--- src/hdl/body_pose_rotation_transform_assert.svh ---
// ----------------------------------------------------------------------------
// body_pose_rotation_transform_assert.svh - assertion macros
// Shared property forms for the body pose rotation block; clock is clk,
// reset is rst_n.
// ----------------------------------------------------------------------------
`ifndef BODY_POSE_ROTATION_TRANSFORM_ASSERT_SVH
`define BODY_POSE_ROTATION_TRANSFORM_ASSERT_SVH

// same-cycle or delayed implication
`define BPRT_ASSERT_IMP(label, ante, cons, msg) \
    label: assert property (@(posedge clk) disable iff (!rst_n) (ante) |-> cons) \
        else $error(msg);

// next-cycle implication
`define BPRT_ASSERT_NXT(label, ante, cons, msg) \
    label: assert property (@(posedge clk) disable iff (!rst_n) (ante) |=> (cons)) \
        else $error(msg);

`endif

--- src/hdl/bprt_pkg.sv ---
// ----------------------------------------------------------------------------
// bprt_pkg - body pose rotation shared types and constants
// Angle reduction, CORDIC arctangent table, rounding and saturation helpers.
// ----------------------------------------------------------------------------
`timescale 1ns / 1ps
`default_nettype none
package bprt_pkg;

    localparam int CFG_IDX_W = 3;
    localparam int CFG_DAT_W = 15;
    localparam int MAX_STEPS = 24;

    // register indexes
    localparam logic [CFG_IDX_W-1:0] REG_ROLL  = 3'd0;
    localparam logic [CFG_IDX_W-1:0] REG_PITCH = 3'd1;
    localparam logic [CFG_IDX_W-1:0] REG_YAW   = 3'd2;
    localparam logic [CFG_IDX_W-1:0] REG_SHX   = 3'd3;
    localparam logic [CFG_IDX_W-1:0] REG_SHY   = 3'd4;

    localparam logic signed [16:0] PI_U      = 17'sd12868;
    localparam logic signed [16:0] TWO_PI_U  = 17'sd25736;
    localparam logic signed [16:0] HALF_PI_U = 17'sd6434;
    localparam logic signed [31:0] GAIN_Q28  = 32'sd163008219;

    typedef struct packed {
        logic signed [13:0] ang;
        logic               neg;
    } ang_t;

    typedef struct packed {
        logic signed [12:0] tx;
        logic signed [12:0] ty;
        logic signed [11:0] z;
        logic signed [9:0]  shx;
        logic signed [9:0]  shy;
    } pos_t;

    typedef struct packed {
        pos_t pos;
        ang_t roll;
        ang_t pitch;
        ang_t yaw;
    } entry_t;

    typedef struct packed {
        logic full;
        logic empty;
    } fifo_stat_t;

    // wrap into +-pi, then fold into +-pi/2 with a sign flip flag
    function automatic ang_t reduce_angle(input logic signed [15:0] a);
        logic signed [16:0] w;
        ang_t r;
        w = {a[15], a};
        if (w > PI_U)
            w = w - TWO_PI_U;
        else if (w < -PI_U)
            w = w + TWO_PI_U;
        r.neg = 1'b0;
        if (w > HALF_PI_U)
        begin
            w = w - PI_U;
            r.neg = 1'b1;
        end
        else if (w < -HALF_PI_U)
        begin
            w = w + PI_U;
            r.neg = 1'b1;
        end
        r.ang = w[13:0];
        return r;
    endfunction

    // round(atan(2^-i) * 2^20)
    function automatic logic [19:0] atan_q20(input int i);
        case (i)
            0:  return 20'd823550;
            1:  return 20'd486170;
            2:  return 20'd256879;
            3:  return 20'd130396;
            4:  return 20'd65451;
            5:  return 20'd32757;
            6:  return 20'd16383;
            7:  return 20'd8192;
            8:  return 20'd4096;
            9:  return 20'd2048;
            10: return 20'd1024;
            11: return 20'd512;
            12: return 20'd256;
            13: return 20'd128;
            14: return 20'd64;
            15: return 20'd32;
            16: return 20'd16;
            17: return 20'd8;
            18: return 20'd4;
            19: return 20'd2;
            20: return 20'd1;
            default: return 20'd0;
        endcase
    endfunction

    // Q2.28 to Q1.14, round half up, clamp to +-1.0
    function automatic logic signed [15:0] to_q14(input logic signed [32:0] v);
        logic signed [32:0] t;
        t = (v + 33'sd8192) >>> 14;
        if (t > 33'sd16384)
            return 16'sd16384;
        if (t < -33'sd16384)
            return -16'sd16384;
        return t[15:0];
    endfunction

    function automatic logic signed [13:0] sat_out(input logic signed [23:0] v);
        if (v > 24'sd8191)
            return 14'sd8191;
        if (v < -24'sd8192)
            return -14'sd8192;
        return v[13:0];
    endfunction

endpackage
`default_nettype wire

--- src/hdl/bprt_fifo.sv ---
// ----------------------------------------------------------------------------
// bprt_fifo - command queue
// Short queue between intake and datapath; drains one word a cycle while pop is high.
// ----------------------------------------------------------------------------
`timescale 1ns / 1ps
`default_nettype none
module bprt_fifo
(
    input  wire logic                 clk,
    input  wire logic                 rst_n,
    input  wire logic                 push,
    input  wire bprt_pkg::entry_t     wr_data,
    input  wire logic                 pop,
    output bprt_pkg::entry_t          rd_data,
    output bprt_pkg::fifo_stat_t      stat
);

    localparam int DEPTH = 4;
    localparam int PTR_W = $clog2(DEPTH);

    bprt_pkg::entry_t     mem [DEPTH];
    logic [PTR_W-1:0]     wr_ptr_reg, rd_ptr_reg;
    logic [PTR_W:0]       count_reg, count_next;

    assign stat.full  = (count_reg == (PTR_W+1)'(DEPTH));
    assign stat.empty = (count_reg == '0);
    assign rd_data    = mem[rd_ptr_reg];

    always_comb
    begin
        count_next = count_reg;
        if (push && !(pop && !stat.empty))
            count_next = count_reg + 1'b1;
        else if (!push && pop && !stat.empty)
            count_next = count_reg - 1'b1;
    end

    // store word
    always_ff @(posedge clk)
    begin
        if (push)
            mem[wr_ptr_reg] <= wr_data;
    end

    // advance pointers
    always_ff @(posedge clk or negedge rst_n)
    begin
        if (!rst_n)
        begin
            wr_ptr_reg <= '0;
            rd_ptr_reg <= '0;
            count_reg  <= '0;
        end
        else
        begin
            if (push)
                wr_ptr_reg <= wr_ptr_reg + 1'b1;
            if (pop && !stat.empty)
                rd_ptr_reg <= rd_ptr_reg + 1'b1;
            count_reg <= count_next;
        end
    end

endmodule
`default_nettype wire

--- config.mk ---
export PLATFORM = sky130hd
export DESIGN_NAME = bprt_fifo
export DESIGN_NICKNAME = d
export VERILOG_FILES = /design/src/hdl/body_pose_rotation_transform_assert.svh /design/src/hdl/bprt_pkg.sv /design/src/hdl/bprt_fifo.sv
export SDC_FILE = /design/constraint.sdc
export NUM_CORES = 1
export LEC_CHECK = 0
export ABC_CLOCK_PERIOD_IN_PS = 6100
export BUFFER_PORTS_ARGS = -buffer_cell sky130_fd_sc_hd__buf_2
export CAP_MARGIN = 10
export CORE_ASPECT_RATIO = 2
export CORE_UTILIZATION = 44
export DETAILED_ROUTE_END_ITERATION = 8
export GPL_TIMING_DRIVEN = 0
export HOLD_SLACK_MARGIN = 0.12
export PLACE_DENSITY_LB_ADDON = 0.15
export SKIP_LAST_GASP = 1
export SYNTH_ARGS = -nofsm -noshare
export SYNTH_HDL_FRONTEND = slang
export SYNTH_SLANG_ARGS = --single-unit
--- constraint.sdc ---
create_clock -name clk -period 6.1 [get_ports clk]
set_input_delay 0.305 -clock clk [delete_from_list [all_inputs] [get_ports clk]]
set_output_delay 0.305 -clock clk [all_outputs]
set_load 0.05 [all_outputs]
==> out/results.tsv <==
stage	metric	value	unit
run_status	outcome	finished clean	
setup_path	Worst Path Max Fanout	10	
global_route	vias in the first global route	8194	
cts	Worst-Skew Late Latency	530	ps
global_route	busiest grt layer	met2	
synthesis	Syn Nets	703	
route	average wire per standard cell	21.13	µm
synthesis	sequential share of the synthesized area	81.73	%
timing	Final min period	2736	ps
global_route	first-pass GRT wire length	45850	µm
cells_and_area	register area	0.01255	mm²
cts	clock slew seen by the registers of the worst setup and hold paths	60	ps
setup_path	R2R depth	6	
setup_path	critical path class	reg2out	
setup_path	WP data required	5790	ps
cells_and_area	number of fill cells	2648	
power_and_ir_drop	maximum VDD drop	0.0002918	V
timing	Clock Skew	18.01	ps
power_and_ir_drop	switching share of power	38.49	%
global_route	Tot GR Track Use	17.40	%
cts	clock tree from TritonCTS	done	
cts	CTS sink count	419	
route	Via density	5.128	
cells_and_area	max FFs per register	412	
cells_and_area	Syn-to-layout area delta	25.91	%
timing	RSZ-0062 raised after global routing	false	
power_and_ir_drop	LEAKAGE	0.006665	µW
global_route	grt met3 use	3.215	%
cts	CTS Buffer Depth	3	
synthesis	#FFs+latches synth	419	
setup_path	startpoint types	register	
run	number of max-cap violations	0	
timing	f_max	365.5	MHz
global_route	largest net degree at the start of global routing	54	
route	Remaining DRCs	0	
setup_path	R2R Path End	count_reg[2]	
floorplanning	Die Ht	266.2	µm
synthesis	synth unique cells	29	
power_and_ir_drop	cell-internal power	6326	µW
power_and_ir_drop	Psw	3959	µW
floorplanning	Rows	96	
floorplanning	width of the die	134.1	µm
place	Placer Congestion	0.7443	
route	detailed-route via count	7292	
timing	slew of the pin with the lowest slew margin	870.4	ps
timing	Final period util	44.85	%
setup_path	r2r startpoint	count_reg[1]	
timing	max-slew violation count	0	
setup_path	element type at the critical path end	primary output	
floorplanning	Starting Density	44.69	%
cells_and_area	share of cells above drive strength 1	40.14	%
cts	htree depth	2	
route	antenna-violating nets left	0	
timing	Slew headroom	41.97	%
timing	Fin. Hold Viols	0	
floorplanning	die area	0.03568	mm²
setup_path	WP data arrival	2430	ps
global_route	met1 usage in global routing	18.66	%
power_and_ir_drop	combinational share of power	39.8	%
place	# port buffers	210	
min_path	beginning of the worst hold path	push	
timing	Setup violations, final	0	
synthesis	synthesized instance count	591	
min_path	hold path cells	3	
min_path	type of the most critical hold path	in2reg	
route	Detailed Routing Iterations Pass 1	4	
place	hpwl dp	18720	µm
floorplanning	core area	0.03435	mm²
power_and_ir_drop	Clk network pwr share	22.3	%
synthesis	post-synthesis area per instance	25.97	µm²
power_and_ir_drop	Flop pwr share	37.8	%
route	Post-Route WL	30040	µm
synthesis	YS warnings	0	
cells_and_area	nets@finish	1063	
synthesis	Mapped Area	0.01535	mm²
setup_path	r2r setup slk	3790	ps
floorplanning	# IOs	212	
timing	Fin Setup TNS	0	ps
route	Iter 0 DRT Violations	303	
timing	worst hold slack	216.0	ps
power_and_ir_drop	power density cells	532.1	mW/mm²
cells_and_area	area of the multi-input gates	0.002613	mm²
min_path	hold path endpoint	count_reg[1]	
global_route	met2 usage	32.85	%
cts	clock tree root driver cell	clkbuf_16	
global_route	total gr overflow	0	
cts	cts bufs inserted	38	
global_route	initial antenna violation count	2	
repair_timing:
action / in CTS / in global routing
buffers inserted: 0 / 0
resized for setup: 0 / 0
hold endpoints to repair: 422 / 0
hold buffers: 106 / 0
per-stage QoR:
| stage | setup WS (ps) | std cells | instance area [µm²] | utilization (%) | total power [µW] |
|---|---|---|---|---|---|
| 2_1_floorplan | 2628 | 591 | 15350 | - | 7096 |
| 3_3_place_gp | 667.3 | 1242 | 16950 | 49.35 | 8049 |
| 3_5_place_dp | 3615 | 1246 | 17070 | 49.70 | 8088 |
| 4_1_cts | 3244 | 1420 | 19320 | 56.25 | 10450 |
| 5_1_grt | 3209 | 1422 | 19330 | 56.26 | 10710 |
| 6_report | 3364 | 1422 | 19330 | 56.26 | 10290 |
layout make-up:
class,instances,share of cell area [%]
flip-flops and latches,419,64.91
multi-input cells,143,13.52
repair buffers,320,11.50
clock buffers,49,5.243
well taps,441,2.855
plain buffers,26,0.9839
clock inverters,19,0.9063
inverters,3,0.05826
diodes,2,0.02589
critical path, stage by stage (launching register included):
cell and delay [ps]:
dfrtp_1 320, clkbuf_1 220, buf_2 370, buf_2 370, mux4_2 380, buf_2 230
cell usage in the layout (no fill, tap or decap), types with 3 or more instances in the layout:
cell           count
buf_8              5
clkinv_1           8
clkinv_2           4
nand2b_1           5
buf_2            224
clkbuf_16         39
nor2_1             3
edfxtp_1         412
and2_4             4
nand2_1            3
buf_16             4
inv_1              3
ha_1               4
dfrtp_1            7
mux4_2           103
dlygate4sd3_1    106
clkbuf_1          14
bufinv_16          3
cell usage after synthesis:
| cell | instances | area share, % |
|---|---|---|
| nor3_1 | 1 | 0.033 |
| mux4_2 | 103 | 15 |
| nand3_1 | 2 | 0.065 |
| buf_8 | 5 | 0.49 |
| edfxtp_1 | 412 | 81 |
| xor2_1 | 2 | 0.11 |
| ha_1 | 4 | 0.33 |
| o21ai_0 | 2 | 0.065 |
| or4_1 | 1 | 0.049 |
| buf_4 | 1 | 0.049 |
| and2_1 | 5 | 0.20 |
| fa_1 | 1 | 0.13 |
| or3_1 | 1 | 0.041 |
| a211oi_1 | 1 | 0.049 |
| o21a_1 | 1 | 0.049 |
| a21oi_1 | 1 | 0.033 |
| o21ai_1 | 1 | 0.033 |
| nand3b_1 | 1 | 0.049 |
| o211ai_1 | 2 | 0.098 |
| nand2_1 | 3 | 0.073 |
| buf_2 | 14 | 0.46 |
| inv_1 | 3 | 0.073 |
| xnor2_1 | 2 | 0.11 |
| dfrtp_1 | 7 | 1.1 |
| nand2b_1 | 5 | 0.20 |
| clkbuf_1 | 4 | 0.098 |
| nor2_1 | 3 | 0.073 |
| o22ai_1 | 1 | 0.041 |
| buf_6 | 2 | 0.15 |
cells by family (layout without fill, tap and decap cells):
group / Yosys count / count (layout) / synth area share (%)
AOI/OAI and AO/OA: 9 / 9 / 0.3668
xor gates and xnor gates: 4 / 4 / 0.2283
adders and majority gates: 5 / 5 / 0.4565
buffers and inverters: 29 / 417 / 1.312
DFF: 419 / 419 / 81.73
muxes: 103 / 103 / 15.11
other: 0 / 2 / 0
and+or+nand+nor: 22 / 22 / 0.7906
power by group through the flow:
stage	Sequential, µW	Clock [µW]	Combinational, µW
2_1_floorplan	3960	0	3140
3_3_place_gp	4020	0	4030
3_5_place_dp	3960	0	4130
4_1_cts	3900	2360	4200
5_1_grt	3930	2460	4320
6_report	3890	2300	4100
per-layer routing:
layer	wire (µm)	part of all wire (%)	vias up
met1	10730	36	3775
met2	16930	56	189
met4	1073	3.6	0
met3	1311	4.4	67
met5	0	0	-
li1	-	-	3261
worst max-delay path by stage:
stage                             start          end  slack [ps]  depth (start not counted)
after floorplan           wr_ptr_reg[0]    mem[0][0]        2630                          3
after global placement             push   mem[1][62]         670                          3
after detailed placement           push   mem[1][62]        3620                          4
after CTS                 rd_ptr_reg[1]  rd_data[32]        3240                          5
after global routing      rd_ptr_reg[1]  rd_data[75]        3210                          5
final                     rd_ptr_reg[1]  rd_data[33]        3360                          5
No activity file was read; power rests on OpenSTA's default activity.
