**config.mk**
```make
export PLATFORM = sky130hd
export DESIGN_NAME = bprt_front
export DESIGN_NICKNAME = d
export VERILOG_FILES = /design/src/hdl/body_pose_rotation_transform_assert.svh /design/src/hdl/bprt_pkg.sv /design/src/hdl/bprt_front.sv
export SDC_FILE = /design/constraint.sdc
export NUM_CORES = 1
export LEC_CHECK = 0
export BUFFER_PORTS_ARGS = -buffer_cell sky130_fd_sc_hd__buf_2
export CORE_ASPECT_RATIO = 0.8
export CORE_UTILIZATION = 53
export DETAILED_ROUTE_END_ITERATION = 8
export GPL_TIMING_DRIVEN = 0
export PLACE_DENSITY_LB_ADDON = 0.2
export SLEW_MARGIN = 15
export SYNTH_ARGS = -nofsm -noshare
export SYNTH_HDL_FRONTEND = slang
export SYNTH_SLANG_ARGS = --single-unit
```
**constraint.sdc**
```tcl
create_clock -name vclk -period 7.1
set_input_delay 0.71 -clock vclk [all_inputs]
set_output_delay 0.71 -clock vclk [all_outputs]
set_load 0.01 [all_outputs]
```
**src/hdl/body_pose_rotation_transform_assert.svh**
```systemverilog
// ----------------------------------------------------------------------------
// body_pose_rotation_transform_assert.svh - assertion macros
// Shared property forms for the body pose rotation block; clock is clk,
// reset is rst_n.
// ----------------------------------------------------------------------------
`ifndef BODY_POSE_ROTATION_TRANSFORM_ASSERT_SVH
`define BODY_POSE_ROTATION_TRANSFORM_ASSERT_SVH

// same-cycle or delayed implication
`define BPRT_ASSERT_IMP(label, ante, cons, msg) \
    label: assert property (@(posedge clk) disable iff (!rst_n) (ante) |-> cons) \
        else $error(msg);

// next-cycle implication
`define BPRT_ASSERT_NXT(label, ante, cons, msg) \
    label: assert property (@(posedge clk) disable iff (!rst_n) (ante) |=> (cons)) \
        else $error(msg);

`endif

```
**src/hdl/bprt_pkg.sv**
```systemverilog
// ----------------------------------------------------------------------------
// bprt_pkg - body pose rotation shared types and constants
// Angle reduction, CORDIC arctangent table, rounding and saturation helpers.
// ----------------------------------------------------------------------------
`timescale 1ns / 1ps
`default_nettype none
package bprt_pkg;

    localparam int CFG_IDX_W = 3;
    localparam int CFG_DAT_W = 15;
    localparam int MAX_STEPS = 24;

    // register indexes
    localparam logic [CFG_IDX_W-1:0] REG_ROLL  = 3'd0;
    localparam logic [CFG_IDX_W-1:0] REG_PITCH = 3'd1;
    localparam logic [CFG_IDX_W-1:0] REG_YAW   = 3'd2;
    localparam logic [CFG_IDX_W-1:0] REG_SHX   = 3'd3;
    localparam logic [CFG_IDX_W-1:0] REG_SHY   = 3'd4;

    localparam logic signed [16:0] PI_U      = 17'sd12868;
    localparam logic signed [16:0] TWO_PI_U  = 17'sd25736;
    localparam logic signed [16:0] HALF_PI_U = 17'sd6434;
    localparam logic signed [31:0] GAIN_Q28  = 32'sd163008219;

    typedef struct packed {
        logic signed [13:0] ang;
        logic               neg;
    } ang_t;

    typedef struct packed {
        logic signed [12:0] tx;
        logic signed [12:0] ty;
        logic signed [11:0] z;
        logic signed [9:0]  shx;
        logic signed [9:0]  shy;
    } pos_t;

    typedef struct packed {
        pos_t pos;
        ang_t roll;
        ang_t pitch;
        ang_t yaw;
    } entry_t;

    typedef struct packed {
        logic full;
        logic empty;
    } fifo_stat_t;

    // wrap into +-pi, then fold into +-pi/2 with a sign flip flag
    function automatic ang_t reduce_angle(input logic signed [15:0] a);
        logic signed [16:0] w;
        ang_t r;
        w = {a[15], a};
        if (w > PI_U)
            w = w - TWO_PI_U;
        else if (w < -PI_U)
            w = w + TWO_PI_U;
        r.neg = 1'b0;
        if (w > HALF_PI_U)
        begin
            w = w - PI_U;
            r.neg = 1'b1;
        end
        else if (w < -HALF_PI_U)
        begin
            w = w + PI_U;
            r.neg = 1'b1;
        end
        r.ang = w[13:0];
        return r;
    endfunction

    // round(atan(2^-i) * 2^20)
    function automatic logic [19:0] atan_q20(input int i);
        case (i)
            0:  return 20'd823550;
            1:  return 20'd486170;
            2:  return 20'd256879;
            3:  return 20'd130396;
            4:  return 20'd65451;
            5:  return 20'd32757;
            6:  return 20'd16383;
            7:  return 20'd8192;
            8:  return 20'd4096;
            9:  return 20'd2048;
            10: return 20'd1024;
            11: return 20'd512;
            12: return 20'd256;
            13: return 20'd128;
            14: return 20'd64;
            15: return 20'd32;
            16: return 20'd16;
            17: return 20'd8;
            18: return 20'd4;
            19: return 20'd2;
            20: return 20'd1;
            default: return 20'd0;
        endcase
    endfunction

    // Q2.28 to Q1.14, round half up, clamp to +-1.0
    function automatic logic signed [15:0] to_q14(input logic signed [32:0] v);
        logic signed [32:0] t;
        t = (v + 33'sd8192) >>> 14;
        if (t > 33'sd16384)
            return 16'sd16384;
        if (t < -33'sd16384)
            return -16'sd16384;
        return t[15:0];
    endfunction

    function automatic logic signed [13:0] sat_out(input logic signed [23:0] v);
        if (v > 24'sd8191)
            return 14'sd8191;
        if (v < -24'sd8192)
            return -14'sd8192;
        return v[13:0];
    endfunction

endpackage
`default_nettype wire

```
**src/hdl/bprt_front.sv**
```systemverilog
// ----------------------------------------------------------------------------
// bprt_front - command intake
// Accepts a foot point, forms the shifted point and reduces the three angles.
// ----------------------------------------------------------------------------
`timescale 1ns / 1ps
`default_nettype none
module bprt_front
(
    input  wire logic                    start,
    input  wire logic signed [11:0]      point_x,
    input  wire logic signed [11:0]      point_y,
    input  wire logic signed [11:0]      point_z,
    input  wire logic signed [9:0]       hip_offset_x,
    input  wire logic signed [9:0]       hip_offset_y,
    input  wire logic signed [14:0]      extra_yaw,
    input  wire logic signed [14:0]      body_roll,
    input  wire logic signed [14:0]      body_pitch,
    input  wire logic signed [14:0]      body_yaw,
    input  wire logic signed [9:0]       body_shift_x,
    input  wire logic signed [9:0]       body_shift_y,
    input  wire bprt_pkg::fifo_stat_t    stat,
    output logic                         push,
    output bprt_pkg::entry_t             entry
);

    logic signed [15:0] yaw_sum;

    // take a word whenever the queue has room
    assign push = start & ~stat.full;

    // combined yaw, exact
    assign yaw_sum = 16'(body_yaw) + 16'(extra_yaw);

    // shift the point and classify the angles
    always_comb
    begin
        entry.pos.tx  = 13'(point_x) + 13'(hip_offset_x) + 13'(body_shift_x);
        entry.pos.ty  = 13'(point_y) + 13'(hip_offset_y) + 13'(body_shift_y);
        entry.pos.z   = point_z;
        entry.pos.shx = body_shift_x;
        entry.pos.shy = body_shift_y;
        entry.roll    = bprt_pkg::reduce_angle(16'(body_roll));
        entry.pitch   = bprt_pkg::reduce_angle(16'(body_pitch));
        entry.yaw     = bprt_pkg::reduce_angle(yaw_sum);
    end

endmodule
`default_nettype wire

```
==> reports/metrics.yaml, run 1 <==
status: "finished clean"
grt_pass1_wl_microns: 29300
muxShareOfSynthArea: 0.0213
crit_required_ns: 6.39
grtUsageMet3: 0.0247
yosysWarnings: 0
gr-usage-met1: 0.416
postCtsSetupBuffers: 0
tightest_slew_ns: 0.850
grt_max_degree: 11
synth_top_area_share: 0.104
postRouteAntennaNets: 0
start_util: 0.545
synth_nets: 1087
rows: 35
critPathMaxFanout: 10
drt_iter0_markers: 477
rsz0062_at_grt: "false"
dp_hpwl_microns: 15300
die_x_microns: 124
hp-class: "input port to primary output"
min_period_over_period: 0.904
crit_arrival_ns: 5.71
synth_cells: 869
wl_per_cell_microns: 14.6
power.density_mw_per_mm2: 189
synth_top_area_cell: "ha_1"
synth-simple-area-share: 0.206
final.setup.tns_ns: 0
fin_crit_ns: 6.42
hold_buffers: 0
gp_congestion: 0.955
avgSynthCellArea_sq_um: 7.22
power.leakage_nw: 3.62
drive_above_1_share: 0.274
fin_nets: 1312
ios: 243
p_total_w: 0.00143
startpoint_type: "input port"
ys_types: 84
whs_path_depth: 2
finalSetupViolCount: 0
grt_usage: 0.284
met2_usage: 0.463
ys_top_cells_by_area: "ha_1 (10%), fa_1 (8.6%), xnor2_1 (8.4%)"
fin_util: 0.658
synth_top_family_by_area: "compound AO/OA/AOI/OAI gates"
drv_cap: 0
synth_xor_area_frac: 0.129
min_from: "point_z[8]"
slew_headroom: 0.430
drc: 0
design.seq.count: 0
clkbuf_count: 0
die_area_sq_mm: 0.0123
drt_wl_total_microns: 18100
io_buffers: 223
cp-end-kind: "primary output"
path_class: "input port to primary output"
finalMaxSlewViolations: 0
ctsResizeCount: 0
synthAdderAreaFrac: 0.190
report.final.hold_viol_count: 0
min_to: "entry[73]"
synth_compound_area_frac: 0.347
core_sq_mm: 0.0115
syn_area_sq_mm: 0.00627
viasPerCell: 5.96
first_pass_iters: 6
ys_seq_area_frac: 0
max-vdd-ir-drop_mv: 0.137
area_delta_synth_final_pct: 20.8
top_usage_layer: "met2"
grt.overflow.total: 0
grt_pass1_vias: 6369
vias: 7397
fmax_mhz: 156
die_h_microns: 99.3
register_area_sq_um: 0
antenna_found_initial: 1
==> stage by stage <==
| stage | setup WS (ns) | instances | hold slack, ns | cell area (sq um) |
|---|---|---|---|---|
| 2_1_floorplan | 1.66 | 869 | 1.47 | 6270 |
| 3_3_place_gp | 0.745 | 1240 | 1.60 | 7570 |
| 3_5_place_dp | 0.750 | 1240 | 1.60 | 7570 |
| 4_1_cts | 0.747 | 1240 | 1.60 | 7570 |
| 5_1_grt | 0.330 | 1241 | 1.61 | 7580 |
| 6_report | 0.681 | 1241 | 1.60 | 7580 |
==> area by class of cell <==
type               instances  area, sq um
well taps                148          185
multi-input cells        733         5600
diodes                     1         2.50
repair buffers           223         1120
plain buffers             70          425
fillers                 1073         3940
inverters                 66          248
==> synthesized netlist by cell type, drive strengths merged (5+ instances only) <==
library cell	instances
inv	66
xnor2	61
nand2	60
ha	52
nor2	52
buf	48
a21oi	47
o21ai	44
nand3	32
xor2	29
fa	27
nor3	26
clkbuf	22
a21o	20
a31oi	19
o22ai	17
o211ai	15
and2	14
nor2b	14
or3	14
and3	11
nand2b	11
a211oi	10
mux2i	10
a32oi	9
o21a	8
o31a	8
o31ai	8
o21bai	7
a22oi	6
a31o	6
o211a	6
o32ai	6
or2	6
a221oi	5
a311oi	5
nand4	5
==> where the power goes <==
part                 total (W)     internal [W]  switching (W)
clock          0.0000000000188  0.0000000000188              0
sequential                   0                0              0
combinational          0.00143         0.000599       0.000834
==> placed cells by master (no fill, tap or decap), types with 5 or more instances in the layout <==
cell type	instances
buf_2	230
mux2i_1	10
o21ai_0	41
a32oi_1	8
a311oi_1	5
and2_1	13
xor2_1	29
o211a_1	6
nor2b_1	13
or3_1	14
o21a_1	8
o21bai_1	7
ha_1	52
inv_1	66
nor3_1	26
a21o_1	20
o22ai_1	17
o211ai_1	15
a31oi_1	19
clkbuf_1	22
o31a_1	8
nand3_1	32
a21oi_1	46
o31ai_1	8
nand2_1	59
and3_1	11
nand4_1	5
o32ai_1	6
fa_1	27
buf_4	37
a31o_2	5
xnor2_1	60
a22oi_1	6
nor2_1	52
or2_2	5
a211oi_1	8
nand2b_1	11
==> per-layer routing <==
metal / routed length (microns) / share of wire
met2: 8100 / 0.45
met3: 1520 / 0.084
met4: 217 / 0.012
met5: 0 / 0
met1: 8300 / 0.46
==> worst max-delay path, cell delays in order <==
cell	delay (ns)
buf_2	0.10
ha_1	0.21
inv_1	0.08
fa_1	0.25
nor2b_4	0.07
o31a_1	0.32
o41ai_4	0.61
a32oi_4	0.27
xnor2_4	0.25
a311o_1	0.32
buf_6	0.15
a21oi_2	0.25
a32oi_1	0.11
xnor2_1	0.60
o311ai_1	0.24
a21boi_1	0.39
buf_2	0.28
a211oi_1	0.11
a211oi_2	0.21
buf_2	0.17
==> cells by family (layout without fill, tap and decap cells) <==
group,after synthesis,after routing
adder cells (fa/ha/maj),79,79
multiplexers,13,13
AO/OA/AOI/OAI,293,293
buffers and inverters,136,359
XOR/XNOR,90,90
other,0,1
AND/OR/NAND/NOR,258,258
==> worst max-delay path by stage <==
stage | cells after the start | from | endpoint
6_report | 20 | extra_yaw[0] | entry[13]
5_1_grt | 20 | extra_yaw[0] | entry[13]
2_1_floorplan | 18 | extra_yaw[0] | entry[10]
3_5_place_dp | 20 | extra_yaw[0] | entry[13]
3_3_place_gp | 20 | extra_yaw[0] | entry[13]
4_1_cts | 20 | extra_yaw[0] | entry[13]
Note: power is estimated with default switching activity, not from simulation.
==> run 2, diff against run 1 <==
- REMOVE_ABC_BUFFERS: default -> 1
==> run 2 against run 1 <==
Worst hold slack worse by 0.18 ns. Setup slack got worse by 0.23 ns. Die area stayed put. Fmax is 3.4% lower. Largest power group unchanged. Critical path type unchanged. Largest cell class unchanged. Critical endpoint is now entry[10].
==> reports/metrics.yaml, run 2 (same netlist as run 1, synthesis figures left out) <==
status: "finished clean"
clkbuf_count: 0
cp_top_family: "compound AO/OA/AOI/OAI gates"
final_common_cell: "buf_2"
sw_frac_of_total: 0.584
register_area_sq_um: 0
first_pass_iters: 5
power.density_mw_per_mm2: 193
die_h_microns: 99.3
finalSetupViolCount: 0
ios: 243
hold_buffers: 0
grt.overflow.total: 0
io_buffers: 218
path_cells: "buf_2 -> ha_1 -> inv_1 -> fa_1 -> nor2b_4 -> o31a_1 -> o41ai_4 -> a41o_1 -> nand2_1 -> nor4_1 -> nor4_1 -> o21ai_0 -> o311ai_1 -> a2111o_1 -> a41oi_2 -> a22oi_1 -> xnor2_1 -> buf_2"
die_x_microns: 124
rsz0062_at_grt: "false"
worstSetupStartpoint: "extra_yaw[0]"
area_delta_synth_final_pct: 13.8
seqPwrFrac: 0
drv_cap: 0
critical_path_depth: 18
startpoint_type: "input port"
design.seq.count: 0
drc: 0
vias: 7001
start_util: 0.545
fill_cells: 1116
final_cell_mix: "buf_2 (218), inv_1 (66), xnor2_1 (60), nand2_1 (59)"
path_class: "input port to primary output"
cp_slowest_cell: "nor4_1"
wl_per_cell_microns: 15.0
hp-class: "input port to primary output"
power.leakage_nw: 3.36
grt_pass1_wl_microns: 28900
crit_arrival_ns: 5.94
critPathMaxStageDelay_ns: 0.70
report.final.hold_viol_count: 0
max-vdd-ir-drop_mv: 0.130
whs_path_depth: 0
slew_headroom: 0.243
finalMaxSlewViolations: 0
rows: 35
cp-end-kind: "primary output"
power.internal_w: 0.000572
dp_hpwl_microns: 14600
fmax_mhz: 150
drt_wl_total_microns: 17500
antenna_found_initial: 0
final.setup.tns_ns: 0
viasPerCell: 6.01
clockPowerShare: 0
fin_crit_ns: 6.65
p_sw_w: 0.000803
min_period_over_period: 0.936
crit_required_ns: 6.39
grt_pass1_vias: 6100
postRouteAntennaNets: 0
grt_max_degree: 20
comb_power_share: 1.000
grt_usage: 0.282
crit_buf_inv: 3
fin_util: 0.620
fin_nets: 1237
diodes: 0
min_from: "point_z[0]"
die_area_sq_mm: 0.0123
critPathMaxFanout: 19
tightest_slew_ns: 1.13
core_sq_mm: 0.0115
drive_above_1_share: 0.247
drt_iter0_markers: 530
gp_congestion: 0.907
-- run 2: cell types whose count changed in the layout (fill, tap and decap cells not counted), moves of 2 or more --
| cell | previous run | this run |
|---|---|---|
| buf_2 | 230 | 218 |
| buf_4 | 37 | 0 |
| buf_6 | 2 | 0 |
| buf_1 | 2 | 0 |
| clkbuf_1 | 22 | 0 |
-- run 2: through the flow --
stage / power (W) / hold slack, ns / worst slack, ns / area (sq um) / cells
final: 0.00137 / 1.42 / 0.454 / 7140 / 1165
after global routing: 0.00153 / 1.42 / 0.0626 / 7140 / 1165
after CTS: 0.00136 / 1.42 / 0.300 / 7130 / 1165
after detailed placement: 0.00135 / 1.42 / 0.323 / 7130 / 1165
after global placement: 0.00134 / 1.42 / 0.433 / 7120 / 1165
after floorplan: 0.000942 / 1.42 / 1.45 / 5850 / 799
-- run 2: layout make-up --
class / count / area, sq um / share of cell area
multi-input cells: 733 / 5620 / 0.787
repair buffers: 218 / 1090 / 0.153
inverters: 66 / 248 / 0.0347
well taps: 148 / 185 / 0.0259
-- run 2: power by group through the flow --
stage,sequential [W],clock [W],combinational [W]
2_1_floorplan,0,0,0.000942
3_3_place_gp,0,0,0.00134
3_5_place_dp,0,0,0.00135
4_1_cts,0,0,0.00136
5_1_grt,0,0,0.00153
6_report,0,0,0.00137
-- run 2: repair_timing --
item | CTS | global route
endpoints found under the setup margin | 0 | 9
buffers inserted | 0 | 0
resized for setup | 0 | 1
-- run 2: path summary, 6_finish.rpt --
path | end | slack, ns
setup / recovery | entry[10] | 0.45
hold / removal | entry[65] | 1.42
-- run 2: per-layer routing --
metal  global-route usage  up-vias  wire, microns
li1                     -     3496              -
met1                0.406     3206           8110
met4               0.0259        0            158
met5                    0        -              0
met3               0.0447       12           1450
met2                0.453      287           7770
